$ cat config.mk
export PLATFORM = sky130hd
export DESIGN_NAME = byte_stream_word_line_counter
export DESIGN_NICKNAME = d
export VERILOG_FILES = /design/src/rtl/core/bswlc_pkg.sv /design/src/rtl/core/bswlc_classify.sv /design/src/rtl/core/bswlc_stream.sv /design/src/rtl/core/bswlc_totals.sv /design/src/rtl/core/byte_stream_word_line_counter.sv
export VERILOG_INCLUDE_DIRS = /design/src /design/src/rtl/core
export SDC_FILE = /design/constraint.sdc
export NUM_CORES = 1
export LEC_CHECK = 0
export BUFFER_PORTS_ARGS = -buffer_cell sky130_fd_sc_hd__buf_2
export CAP_MARGIN = 40
export CORE_ASPECT_RATIO = 0.8
export CORE_MARGIN = 10
export CORE_UTILIZATION = 42
export DETAILED_ROUTE_END_ITERATION = 8
export PLACE_DENSITY_LB_ADDON = 0.08
export SETUP_SLACK_MARGIN = 0.3
export SYNTH_ARGS = -nofsm -noshare
export SYNTH_HDL_FRONTEND = slang
export SYNTH_SLANG_ARGS = --single-unit
export TNS_END_PERCENT = 10
$ cat constraint.sdc
create_clock -name clk -period 12.7 [get_ports clk]
set_input_delay 0.635 -clock clk [delete_from_list [all_inputs] [get_ports clk]]
set_output_delay 0.635 -clock clk [all_outputs]
set_load 0.03 [all_outputs]
$ cat src/rtl/core/byte_stream_word_line_counter_macros.svh
// Assertion macros for the byte stream counter.
`ifndef BYTE_STREAM_WORD_LINE_COUNTER_MACROS_SVH
`define BYTE_STREAM_WORD_LINE_COUNTER_MACROS_SVH

// The consequent must hold in the same cycle as the antecedent.
`define BSWLC_ASSERT_SAME(lbl, ante, cons, msg) \
    lbl: assert property (@(posedge clk) disable iff (!rst_n) (ante) |-> (cons)) \
        else $error(msg);

// The consequent must hold in the cycle after the antecedent.
`define BSWLC_ASSERT_NEXT(lbl, ante, cons, msg) \
    lbl: assert property (@(posedge clk) disable iff (!rst_n) (ante) |=> (cons)) \
        else $error(msg);

`endif

$ cat src/rtl/core/bswlc_pkg.sv
package bswlc_pkg;

    localparam logic [7:0] CHAR_TAB   = 8'h09;
    localparam logic [7:0] CHAR_LF    = 8'h0a;
    localparam logic [7:0] CHAR_VT    = 8'h0b;
    localparam logic [7:0] CHAR_FF    = 8'h0c;
    localparam logic [7:0] CHAR_CR    = 8'h0d;
    localparam logic [7:0] CHAR_SPACE = 8'h20;
    localparam logic [7:0] CHAR_TILDE = 8'h7e;

    localparam int OUT_BITS = 32;
    localparam logic [2:0] TAB_MASK = 3'd7;

    typedef enum logic [2:0] {
        CLS_WORD,
        CLS_SPACE,
        CLS_TAB,
        CLS_LF,
        CLS_VT,
        CLS_BREAK,
        CLS_OTHER
    } byte_class_t;

endpackage

$ cat src/rtl/core/bswlc_classify.sv
module bswlc_classify
(
    input  logic [7:0]               data_byte,
    output bswlc_pkg::byte_class_t   cls
);

    always_comb
    begin
        priority if (data_byte >= bswlc_pkg::CHAR_SPACE && data_byte <= bswlc_pkg::CHAR_TILDE)
        begin
            cls = (data_byte == bswlc_pkg::CHAR_SPACE) ? bswlc_pkg::CLS_SPACE
                                                       : bswlc_pkg::CLS_WORD;
        end
        else
        begin
            unique case (data_byte)
                bswlc_pkg::CHAR_TAB: cls = bswlc_pkg::CLS_TAB;
                bswlc_pkg::CHAR_LF:  cls = bswlc_pkg::CLS_LF;
                bswlc_pkg::CHAR_VT:  cls = bswlc_pkg::CLS_VT;
                bswlc_pkg::CHAR_FF:  cls = bswlc_pkg::CLS_BREAK;
                bswlc_pkg::CHAR_CR:  cls = bswlc_pkg::CLS_BREAK;
                default:             cls = bswlc_pkg::CLS_OTHER;
            endcase
        end
    end

endmodule

$ cat src/rtl/core/bswlc_stream.sv
module bswlc_stream
#(
    parameter int COUNTER_BITS = 32
)
(
    input  logic                       clk,
    input  logic                       rst_n,
    input  logic                       step,
    input  logic                       eos,
    input  bswlc_pkg::byte_class_t     cls,
    output logic [COUNTER_BITS-1:0]    fin_lines,
    output logic [COUNTER_BITS-1:0]    fin_words,
    output logic [COUNTER_BITS-1:0]    fin_bytes,
    output logic [COUNTER_BITS-1:0]    fin_width
);

    localparam logic [COUNTER_BITS-1:0] CNT_MAX = {COUNTER_BITS{1'b1}};
    localparam logic [COUNTER_BITS-1:0] CNT_ONE = COUNTER_BITS'(1);
    localparam logic [COUNTER_BITS-1:0] CNT_ZERO = '0;

    logic [COUNTER_BITS-1:0] lines_reg, lines_next;
    logic [COUNTER_BITS-1:0] words_reg, words_next;
    logic [COUNTER_BITS-1:0] bytes_reg, bytes_next;
    logic [COUNTER_BITS-1:0] width_reg, width_next;
    logic [COUNTER_BITS-1:0] column_reg, column_next;
    logic                    in_word_reg, in_word_next;

    logic [COUNTER_BITS-1:0] width_line;
    logic [COUNTER_BITS-1:0] words_close;
    logic [COUNTER_BITS-1:0] col_inc;
    logic [COUNTER_BITS-1:0] col_or;
    logic [COUNTER_BITS-1:0] col_tab;
    logic [COUNTER_BITS-1:0] lines_inc;
    logic [COUNTER_BITS-1:0] bytes_inc;

    always_comb
    begin
        width_line  = (column_reg > width_reg) ? column_reg : width_reg;
        words_close = (in_word_reg && words_reg != CNT_MAX) ? words_reg + CNT_ONE : words_reg;
        col_inc     = (column_reg == CNT_MAX) ? column_reg : column_reg + CNT_ONE;
        col_or      = column_reg | COUNTER_BITS'(bswlc_pkg::TAB_MASK);
        col_tab     = (col_or == CNT_MAX) ? CNT_MAX : col_or + CNT_ONE;
        lines_inc   = (lines_reg == CNT_MAX) ? lines_reg : lines_reg + CNT_ONE;
        bytes_inc   = (bytes_reg == CNT_MAX) ? bytes_reg : bytes_reg + CNT_ONE;
    end

    assign fin_lines = lines_reg;
    assign fin_words = words_close;
    assign fin_bytes = bytes_reg;
    assign fin_width = width_line;

    always_comb
    begin
        lines_next   = lines_reg;
        words_next   = words_reg;
        bytes_next   = bytes_reg;
        width_next   = width_reg;
        column_next  = column_reg;
        in_word_next = in_word_reg;
        if (step)
        begin
            if (eos)
            begin
                lines_next   = CNT_ZERO;
                words_next   = CNT_ZERO;
                bytes_next   = CNT_ZERO;
                width_next   = CNT_ZERO;
                column_next  = CNT_ZERO;
                in_word_next = 1'b0;
            end
            else
            begin
                bytes_next = bytes_inc;
                unique case (cls)
                    bswlc_pkg::CLS_WORD:
                    begin
                        column_next  = col_inc;
                        in_word_next = 1'b1;
                    end
                    bswlc_pkg::CLS_SPACE:
                    begin
                        column_next  = col_inc;
                        words_next   = words_close;
                        in_word_next = 1'b0;
                    end
                    bswlc_pkg::CLS_TAB:
                    begin
                        column_next  = col_tab;
                        words_next   = words_close;
                        in_word_next = 1'b0;
                    end
                    bswlc_pkg::CLS_LF:
                    begin
                        width_next   = width_line;
                        lines_next   = lines_inc;
                        column_next  = CNT_ZERO;
                        words_next   = words_close;
                        in_word_next = 1'b0;
                    end
                    bswlc_pkg::CLS_VT:
                    begin
                        width_next   = width_line;
                        words_next   = words_close;
                        in_word_next = 1'b0;
                    end
                    bswlc_pkg::CLS_BREAK:
                    begin
                        width_next   = width_line;
                        column_next  = CNT_ZERO;
                        words_next   = words_close;
                        in_word_next = 1'b0;
                    end
                    default:
                    begin
                    end
                endcase
            end
        end
    end

    always_ff @(posedge clk or negedge rst_n)
    begin
        if (!rst_n)
        begin
            lines_reg   <= '0;
            words_reg   <= '0;
            bytes_reg   <= '0;
            width_reg   <= '0;
            column_reg  <= '0;
            in_word_reg <= 1'b0;
        end
        else
        begin
            lines_reg   <= lines_next;
            words_reg   <= words_next;
            bytes_reg   <= bytes_next;
            width_reg   <= width_next;
            column_reg  <= column_next;
            in_word_reg <= in_word_next;
        end
    end

endmodule

$ cat src/rtl/core/bswlc_totals.sv
module bswlc_totals
#(
    parameter int COUNTER_BITS = 32
)
(
    input  logic                       clk,
    input  logic                       rst_n,
    input  logic                       step,
    input  logic [COUNTER_BITS-1:0]    fin_lines,
    input  logic [COUNTER_BITS-1:0]    fin_words,
    input  logic [COUNTER_BITS-1:0]    fin_bytes,
    input  logic [COUNTER_BITS-1:0]    fin_width,
    output logic [COUNTER_BITS-1:0]    tot_lines,
    output logic [COUNTER_BITS-1:0]    tot_words,
    output logic [COUNTER_BITS-1:0]    tot_bytes,
    output logic [COUNTER_BITS-1:0]    tot_width
);

    localparam logic [COUNTER_BITS-1:0] CNT_MAX = {COUNTER_BITS{1'b1}};

    logic [COUNTER_BITS-1:0] lines_reg;
    logic [COUNTER_BITS-1:0] words_reg;
    logic [COUNTER_BITS-1:0] bytes_reg;
    logic [COUNTER_BITS-1:0] width_reg;

    logic [COUNTER_BITS:0] lines_sum;
    logic [COUNTER_BITS:0] words_sum;
    logic [COUNTER_BITS:0] bytes_sum;

    always_comb
    begin
        lines_sum = {1'b0, lines_reg} + {1'b0, fin_lines};
        words_sum = {1'b0, words_reg} + {1'b0, fin_words};
        bytes_sum = {1'b0, bytes_reg} + {1'b0, fin_bytes};
        tot_lines = lines_sum[COUNTER_BITS] ? CNT_MAX : lines_sum[COUNTER_BITS-1:0];
        tot_words = words_sum[COUNTER_BITS] ? CNT_MAX : words_sum[COUNTER_BITS-1:0];
        tot_bytes = bytes_sum[COUNTER_BITS] ? CNT_MAX : bytes_sum[COUNTER_BITS-1:0];
        tot_width = (fin_width > width_reg) ? fin_width : width_reg;
    end

    always_ff @(posedge clk or negedge rst_n)
    begin
        if (!rst_n)
        begin
            lines_reg <= '0;
            words_reg <= '0;
            bytes_reg <= '0;
            width_reg <= '0;
        end
        else if (step)
        begin
            lines_reg <= tot_lines;
            words_reg <= tot_words;
            bytes_reg <= tot_bytes;
            width_reg <= tot_width;
        end
    end

endmodule

$ cat src/rtl/core/byte_stream_word_line_counter.sv
// An end-of-stream item is held in the input register, and when it is processed its
// result is loaded into the result register. Throughput: one item per cycle; each
// item is handled between the input register and the counters, and an end-of-stream
// item waits only while the result register holds a result that is stalled.
// Reset clears all per-stream counters, the running totals and both valid flags.
`include "byte_stream_word_line_counter_macros.svh"

module byte_stream_word_line_counter
#(
    parameter int COUNTER_BITS = 32
)
(
    input  logic        clk,
    input  logic        rst_n,
    input  logic        byte_valid,
    output logic        byte_stall,
    input  logic [7:0]  data_byte,
    input  logic        end_of_stream,
    output logic        count_valid,
    input  logic        count_stall,
    output logic [31:0] line_total,
    output logic [31:0] word_total,
    output logic [31:0] byte_total,
    output logic [31:0] longest_line,
    output logic [31:0] sum_lines,
    output logic [31:0] sum_words,
    output logic [31:0] sum_bytes,
    output logic [31:0] widest_overall
);

    function automatic logic [bswlc_pkg::OUT_BITS-1:0] low_word(
        input logic [COUNTER_BITS-1:0] v);
        logic [63:0] w;
        w = 64'(v);
        return w[bswlc_pkg::OUT_BITS-1:0];
    endfunction

    logic       in_full_reg, in_full_next;
    logic [7:0] in_byte_reg;
    logic       in_eos_reg;
    logic       out_valid_reg, out_valid_next;

    logic accept;
    logic res_room;
    logic proc;
    logic proc_eos;

    bswlc_pkg::byte_class_t cls;

    logic [COUNTER_BITS-1:0] fin_lines, fin_words, fin_bytes, fin_width;
    logic [COUNTER_BITS-1:0] tot_lines, tot_words, tot_bytes, tot_width;

    logic [31:0] line_total_reg, word_total_reg, byte_total_reg, longest_line_reg;
    logic [31:0] sum_lines_reg, sum_words_reg, sum_bytes_reg, widest_overall_reg;

    assign res_room   = !out_valid_reg || !count_stall;
    assign proc       = in_full_reg && (!in_eos_reg || res_room);
    assign proc_eos   = proc && in_eos_reg;
    assign byte_stall = in_full_reg && !proc;
    assign accept     = byte_valid && !byte_stall;

    always_comb
    begin
        in_full_next = in_full_reg;
        if (accept)
        begin
            in_full_next = 1'b1;
        end
        else if (proc)
        begin
            in_full_next = 1'b0;
        end
    end

    always_comb
    begin
        out_valid_next = out_valid_reg;
        if (proc_eos)
        begin
            out_valid_next = 1'b1;
        end
        else if (!count_stall)
        begin
            out_valid_next = 1'b0;
        end
    end

    always_ff @(posedge clk or negedge rst_n)
    begin
        if (!rst_n)
        begin
            in_full_reg   <= 1'b0;
            out_valid_reg <= 1'b0;
        end
        else
        begin
            in_full_reg   <= in_full_next;
            out_valid_reg <= out_valid_next;
        end
    end

    always_ff @(posedge clk)
    begin
        if (accept)
        begin
            in_byte_reg <= data_byte;
            in_eos_reg  <= end_of_stream;
        end
    end

    bswlc_classify u_classify
    (
        .data_byte (in_byte_reg),
        .cls       (cls)
    );

    bswlc_stream #(.COUNTER_BITS(COUNTER_BITS)) u_stream
    (
        .clk       (clk),
        .rst_n     (rst_n),
        .step      (proc),
        .eos       (in_eos_reg),
        .cls       (cls),
        .fin_lines (fin_lines),
        .fin_words (fin_words),
        .fin_bytes (fin_bytes),
        .fin_width (fin_width)
    );

    bswlc_totals #(.COUNTER_BITS(COUNTER_BITS)) u_totals
    (
        .clk       (clk),
        .rst_n     (rst_n),
        .step      (proc_eos),
        .fin_lines (fin_lines),
        .fin_words (fin_words),
        .fin_bytes (fin_bytes),
        .fin_width (fin_width),
        .tot_lines (tot_lines),
        .tot_words (tot_words),
        .tot_bytes (tot_bytes),
        .tot_width (tot_width)
    );

    always_ff @(posedge clk)
    begin
        if (proc_eos)
        begin
            line_total_reg     <= low_word(fin_lines);
            word_total_reg     <= low_word(fin_words);
            byte_total_reg     <= low_word(fin_bytes);
            longest_line_reg   <= low_word(fin_width);
            sum_lines_reg      <= low_word(tot_lines);
            sum_words_reg      <= low_word(tot_words);
            sum_bytes_reg      <= low_word(tot_bytes);
            widest_overall_reg <= low_word(tot_width);
        end
    end

    assign count_valid    = out_valid_reg;
    assign line_total     = line_total_reg;
    assign word_total     = word_total_reg;
    assign byte_total     = byte_total_reg;
    assign longest_line   = longest_line_reg;
    assign sum_lines      = sum_lines_reg;
    assign sum_words      = sum_words_reg;
    assign sum_bytes      = sum_bytes_reg;
    assign widest_overall = widest_overall_reg;

    `BSWLC_ASSERT_NEXT(a_eos_loads_result, proc_eos, out_valid_reg, "end of stream gave no result")
    `BSWLC_ASSERT_SAME(a_no_overwrite, out_valid_reg && count_stall, !proc_eos, "result lost")
    `BSWLC_ASSERT_NEXT(a_stream_cleared, proc_eos, fin_bytes == '0 && fin_lines == '0, "not cleared")
    `BSWLC_ASSERT_SAME(a_stall_only_on_eos, byte_stall, in_eos_reg && out_valid_reg, "bad stall")

endmodule
==> metrics.txt, run 1 <==
setup ws final 6.64 ns; Hold-fix buffers, CTS 0; first-pass GRT wire length 124000 µm; total wire length 78000 µm; Crit Path Category register to register; Core Area 69200 µm²; largest net degree at the start of global routing about 150; CP Data Arrival Time 6.43 ns; worst skew pair latency 0.62 ns; Detail Route Antenna Nets 0; CP cell instances ha_1 > a21o_1 > a21o_1 > a21oi_1 > o21ai_0 > a211o_1 > o211ai_1 > buf_4 > mux2_2 > ha_1 > nand4_1 > or2_2 > nor3_1 > a21oi_1 > a31oi_4 > buf_4 > mux2_2; Syn Nets between 2000 and 3000; 1st-iter DRT viols roughly 1700; Setup Skew roughly 0.021 ns; Final Setup Violations 0; cell taking the most area after synthesis edfxtp_1; VDD IR max 112 µV; worst hold slack 0.0375 ns; Post-DP HPWL 54700 µm; status finished clean; Max Clock Freq 165 MHz; fill count 6305; chip height 257 µm; Post-synth EDFFs 265; LEAKAGE 14.5 nW; setup TNS 0 ns; crit-path max cell delay around 0.55 ns; Rows 86; Remaining Overflow, GRT 0; routed vias 22100; yosys warns 0; crit path time final 6.06 ns; worst path required time 13.06 ns; Final Wtd Congestion between 0.8 and 0.9; post-synth top area share between 20% and 30%; Final Cycle Share 47.7%; register bit total from synthesis 556; P&R area growth vs syn 14.8%; Ant. Diodes 0; Worst slew margin about two fifths; post-layout util 48.9%; PD cells 166 nW/µm²; CP Capture Type register; Hold Crit Class primary input to asynchronous set/reset pin; clock sink total roughly 560; final instance area 33800 µm²; Placed Instance Area ~32000 µm²; max_cap viols 0; htree depth 2; vias per std cell 5.55; vias in the first global route 21800; startpoint types register; Final Hold Viols 0; post-CTS setup repair buffer count 0; DRC viols 0; Synth area leaders edfxtp_1 (27%), dfrtp_1 (25%), ha_1 (7.0%), mux2_2 (3.9%), nor2_1 (3.4%); 1st-pass router iterations 6; Initial Utilization 42.6%; Nets 3192; DIE AREA 81200 µm²; Post-Place Worst Slack 6.71 ns; Clock transition at path regs 0.07 ns; CTS tree built; Die W 316 µm; wire length per cell 19.6 µm; share of the yosys chip area belonging to registers 51.7%; Ports 271; ys flop type dfrtp_1; Worst-Margin Slew 0.914 ns; Slew Limit Fails 0; GRT Total Usage 18.8%; Mapped Area roughly 29000 µm²; post-CTS sizing 0; initial antenna violation count 0; CTS Root Buffer Type clkbuf_16; r2r worst-path depth 17; worst-path fanout max 34; Synth async-reset ratio 52.3%; Synth Instances between 2000 and 3000; port bufs between 200 and 300; layout cell share with drive strength beyond 1 17.5%; worst-case clock buffer depth 3; Avg Synthesized Cell Area 10.6 µm²; slowest CP cell nor3_1; total CTS buffers 58; library cells used by synthesis 86; RSZ-0062 raised after global routing false
## layout by cell type, fill, tap and decap left out, types with 18 or more instances in the layout
cell,Yosys,layout
inv_1,108,107
xnor2_1,85,85
o21ai_0,150,150
nor2_1,266,265
xor2_1,101,101
buf_4,1,22
nand4_1,60,60
mux2_2,102,102
nand2_1,243,243
clkbuf_16,0,59
a31oi_1,89,88
nor3_1,43,43
edfxtp_1,265,265
a21oi_1,172,171
and2_1,22,22
a21o_1,60,60
and4_1,21,21
o31ai_1,26,26
nand2b_1,22,22
and3_1,26,26
dfrtp_1,291,291
nand3_1,79,79
a211oi_1,18,18
a22o_1,36,36
buf_2,20,270
ha_1,165,165
## worst paths after layout
check	from	slack, ns	to
min reg2reg	u_stream.words_reg[15]	0.49	u_stream.words_reg[15]
max reg2reg	u_stream.column_reg[5]	6.64	widest_overall[5]
min	rst_n	0.04	u_totals.bytes_reg[12]
min in group clk	end_of_stream	0.21	in_eos_reg
max	u_stream.column_reg[5]	6.64	widest_overall[5]
max in group asynchronous	rst_n	11.29	u_totals.words_reg[24]
## per-layer routing
metal | GRT usage, % | part of all wire, % | vias up
li1 | - | - | 10600
met1 | 28.0 | 49 | 10700
met2 | 27.8 | 43 | 654
met3 | 3.52 | 6.7 | 114
met4 | 4.33 | 2.0 | 0
met5 | 0 | 0 | -
## synth_stat cells (26+ instances only)
master,count
dfrtp_1,291
nor2_1,266
edfxtp_1,265
nand2_1,243
a21oi_1,172
ha_1,165
o21ai_0,150
inv_1,108
mux2_2,102
xor2_1,101
clkbuf_1,90
a31oi_1,89
xnor2_1,85
nand3_1,79
a21o_1,60
nand4_1,60
nor3_1,43
a22o_1,36
and3_1,26
o31ai_1,26
## stage by stage
stage	total power, mW	instances
global route	5.95	3984
detailed placement	3.86	3874
global placement	3.83	3868
finish	5.62	3984
CTS	5.68	3983
floorplan	3.45	2776
## cells by family (layout without fill, tap and decap cells)
family,Yosys count,in the layout,share of synthesized area (%)
simple gates,851,851,13.7
xor+xnor,186,186,5.53
buf+inv,233,517,3.07
flops,556,556,51.7
mux,112,112,4.24
fa+ha+maj,168,168,7.21
compound gates,670,670,14.5
## power by group
part	leakage [nW]	internal [mW]	switching, mW	total (mW)
registers	6.20	2.17	0.127	2.29
logic	7.32	0.566	0.978	1.54
clock network	0.947	1.03	0.759	1.78
total	14.5	3.76	1.86	5.62
## worst max-delay path, delay by kind of cell, from the launching register on
family          cells  cell delay, ns
flops               1            0.49
simple gates        3            1.08
mux                 2            0.82
compound gates      8            1.82
buf+inv             2            0.89
fa+ha+maj           2            0.67
## final cells by class
type	count	area [µm²]	area share [%]
Sequential cell	556	15200	45.1
Multi-Input combinational cell	1987	13400	39.5
Timing Repair Buffer	299	1660	4.91
Clock buffer	65	1510	4.46
Tap cell	924	1160	3.42
Clock inverter	44	479	1.42
Inverter	109	417	1.23
(Power assumes the default switching activity.)
==> run 2, diff against run 1 <==
--- a/config.mk
+++ b/config.mk
@@ -6,6 +6,7 @@
 export SDC_FILE = /design/constraint.sdc
 export NUM_CORES = 1
 export LEC_CHECK = 0
+export ABC_AREA = 1
 export BUFFER_PORTS_ARGS = -buffer_cell sky130_fd_sc_hd__buf_2
 export CAP_MARGIN = 40
 export CORE_ASPECT_RATIO = 0.8
==> constraint.sdc (replaced) <==
create_clock -name clk -period 6.3 [get_ports clk]
set_input_delay 0.315 -clock clk [delete_from_list [all_inputs] [get_ports clk]]
set_output_delay 0.315 -clock clk [all_outputs]
set_load 0.03 [all_outputs]
==> run 2 against run 1 <==
Effect of this change:
- clock power increased by 110%
- utilization down 0.24 points
- routed wire length grew 40%
- critical path depth up 1
- synthesized cell count rose by 41%
- sequential share of layout area fell by 3.7 points
- fmax up 18%
- critical path type unchanged
- critical endpoint is now sum_words[20]
- highest routed layer unchanged
==> metrics.txt, run 2 <==
DRC viols 0; most common cell in the netlist nand2_1; total wire length between 100000 and 150000 µm; Synth async-reset ratio a little over half; CTS tree built; Worst slew margin 32.8%; max_cap viols 0; Nets 4362; Setup Skew between 0.02 and 0.025 ns; status finished clean; Final Cycle Share 81.2%; Synth top cells by count nand2_1 (1168), inv_1 (331), nand3_1 (292), dfrtp_1 (291), nor2_1 (291); startpoint types register; R2R Path End sum_words[20]; Avg Synthesized Cell Area 8.26 µm²; r2r worst-path depth 18; post-CTS setup repair buffer count 0; routed vias 27900; vias in the first global route 26000; area taken by multi-input logic gates 15200 µm²; htree depth 2; total CTS buffers 59; post-CTS sizing 0; Core Area 75800 µm²; CP Capture Type register; Synth area leaders edfxtp_1 (25%), dfrtp_1 (23%), nand2_1 (14%), ha_1 (6.4%), nand3_1 (4.5%); P&R area growth vs syn 14.1%; GRT Total Usage between 20% and 30%; LEAKAGE around 17 nW; post-synth top area share 24.6%; wire length per cell ~21 µm; Mapped Area around 32000 µm²; worst-path fanout max 28; Post-DP HPWL 83600 µm; setup TNS 0 ns; port bufs 270; post-layout util 48.6%; PD cells between 300 and 400 nW/µm²; library cells used by synthesis 58; initial antenna violation count 0; worst path required time 6.64 ns; yosys warns 0; ys flop type dfrtp_1; DIE AREA between 80000 and 90000 µm²; layout cell share with drive strength beyond 1 11.8%; worst-case clock buffer depth 3; worst skew pair latency approximately 0.65 ns; Final Setup Violations 0; fill count roughly 7400; Synth Instances just under 4000; Remaining Overflow, GRT 0; Worst-Margin Slew 0.998 ns; Clock transition at path regs around 0.060 ns; vias per std cell 5.33; reg2reg start u_stream.words_reg[0]; clock sink total 556; Slew Limit Fails 0; most common cell after layout, fill and taps aside nand2_1; Hold Crit Class primary input to asynchronous set/reset pin; CTS Root Buffer Type clkbuf_16; Final Hold Viols 0; RSZ-0062 raised after global routing false; 1st-pass router iterations 6; crit path time final 5.12 ns; most frequent cells in the layout nand2_1 (1167), inv_1 (331), nand3_1 (292); largest net degree at the start of global routing 130; register area 15200 µm²; Detail Route Antenna Nets 0; Final Wtd Congestion 0.951; cell taking the most area after synthesis edfxtp_1; Ports between 200 and 300; Post-synth EDFFs 265; 1st-iter DRT viols ~2800; Reg2Reg Setup Slack 1.18 ns; VDD IR max 236 µV; Initial Utilization 42.6%; register bit total from synthesis roughly 560; Die W 330 µm; Crit Path Category register to register; Syn Nets 4094; Max Clock Freq about 200 MHz; Rows 90; first-pass GRT wire length 165000 µm; CP Data Arrival Time 5.46 ns; Ant. Diodes 0; share of the yosys chip area belonging to registers 47.2%; chip height 268 µm
## run 2: cell count changes in the layout (fill, tap and decap cells not counted), sizes merged, moves of 57 or more
cell,previous run,this run
a31oi,90,8
inv,114,346
mux2,102,0
nand2,244,1176
nand3,79,299
o21ai,153,213
xnor2,85,28
## run 2: where the power goes
part	total, mW	switching [mW]	internal (mW)
Combinational	3.77	2.64	1.13
Sequential	4.76	0.307	4.46
Clock	3.71	1.59	2.12
Total	12.2	4.54	7.71
## run 2: how the worst max path moves through the flow
stage / from / end / slack [ns] / cells past startpoint
final: u_stream.words_reg[0] / sum_words[20] / 1.18 / 18
after global routing: u_stream.words_reg[0] / u_totals.words_reg[28] / 0.86 / 20
after CTS: u_stream.words_reg[0] / sum_words[20] / 1.28 / 18
after detailed placement: u_stream.words_reg[0] / sum_words[20] / 1.35 / 18
after global placement: u_stream.words_reg[0] / sum_words[24] / 1.26 / 18
after floorplan: count_valid / byte_total[0] / 1.19 / 6
## run 2: metrics by stage
| step | cells | setup slack (ns) | total power, mW | area (µm²) | hold WS [ns] |
|---|---|---|---|---|---|
| floorplan | 3913 | 1.19 | 7.39 | 32300 | 0.0194 |
| global placement | 5118 | 1.26 | 8.57 | 34700 | 0.264 |
| detailed placement | 5119 | 1.35 | 8.59 | 34700 | 0.268 |
| CTS | 5243 | 1.28 | 12.3 | 36900 | 0.180 |
| global route | 5243 | 0.863 | 13.0 | 36900 | 0.220 |
| finish | 5243 | 1.18 | 12.2 | 36900 | 0.190 |
## run 2: area by class of cell
type                    count  share of cell area [%]
flip-flops and latches    556                    41.3
inverters                 344                    3.53
clock inverters            35                    1.12
multi-input cells        2906                    41.3
repair buffers            314                    4.87
well taps                1012                    3.44
clock buffers              76                    4.40
## run 2: repair_timing
| item | in CTS | in global routing |
|---|---|---|
| hold buffers | 13 | 0 |
| endpoints found under the hold margin | 60 | 0 |
| setup endpoints to repair | 0 | 0 |
## run 2: logic make-up after synthesis
group,Yosys count,share of synthesized area (%)
flip-flops,556,47.2
XOR/XNOR,130,3.52
buffers and inverters,451,5.73
AO/OA/AOI/OAI,541,9.33
AND/OR/NAND/NOR,2067,27.7
adder cells (fa/ha/maj),168,6.58
## run 2: metal layers
metal | GRT usage (%) | part of all wire [%] | up-vias
met4 | 4.64 | 1.7 | 0
met5 | 0 | 0 | -
li1 | - | - | 13700
met3 | 4.22 | 7.1 | 105
met2 | 33.7 | 41 | 823
met1 | 38.1 | 51 | 13300
## run 2: worst max-delay path, cell delays in order, from the launching register on
cell and delay, ns:
dfrtp_1 0.41, ha_1 0.28, nand3_1 0.17, inv_1 0.10, nand2_2 0.12, nor2_1 0.08, a21boi_2 0.34, buf_4 0.37
nor2_1 0.07, a21oi_1 0.70, ha_1 0.43, a21oi_1 0.18, o21ai_0 0.15, nand2_1 0.10, o311ai_0 0.20, nor2_1 0.23
nand2_2 0.25, inv_2 0.43, nand3_1 0.18
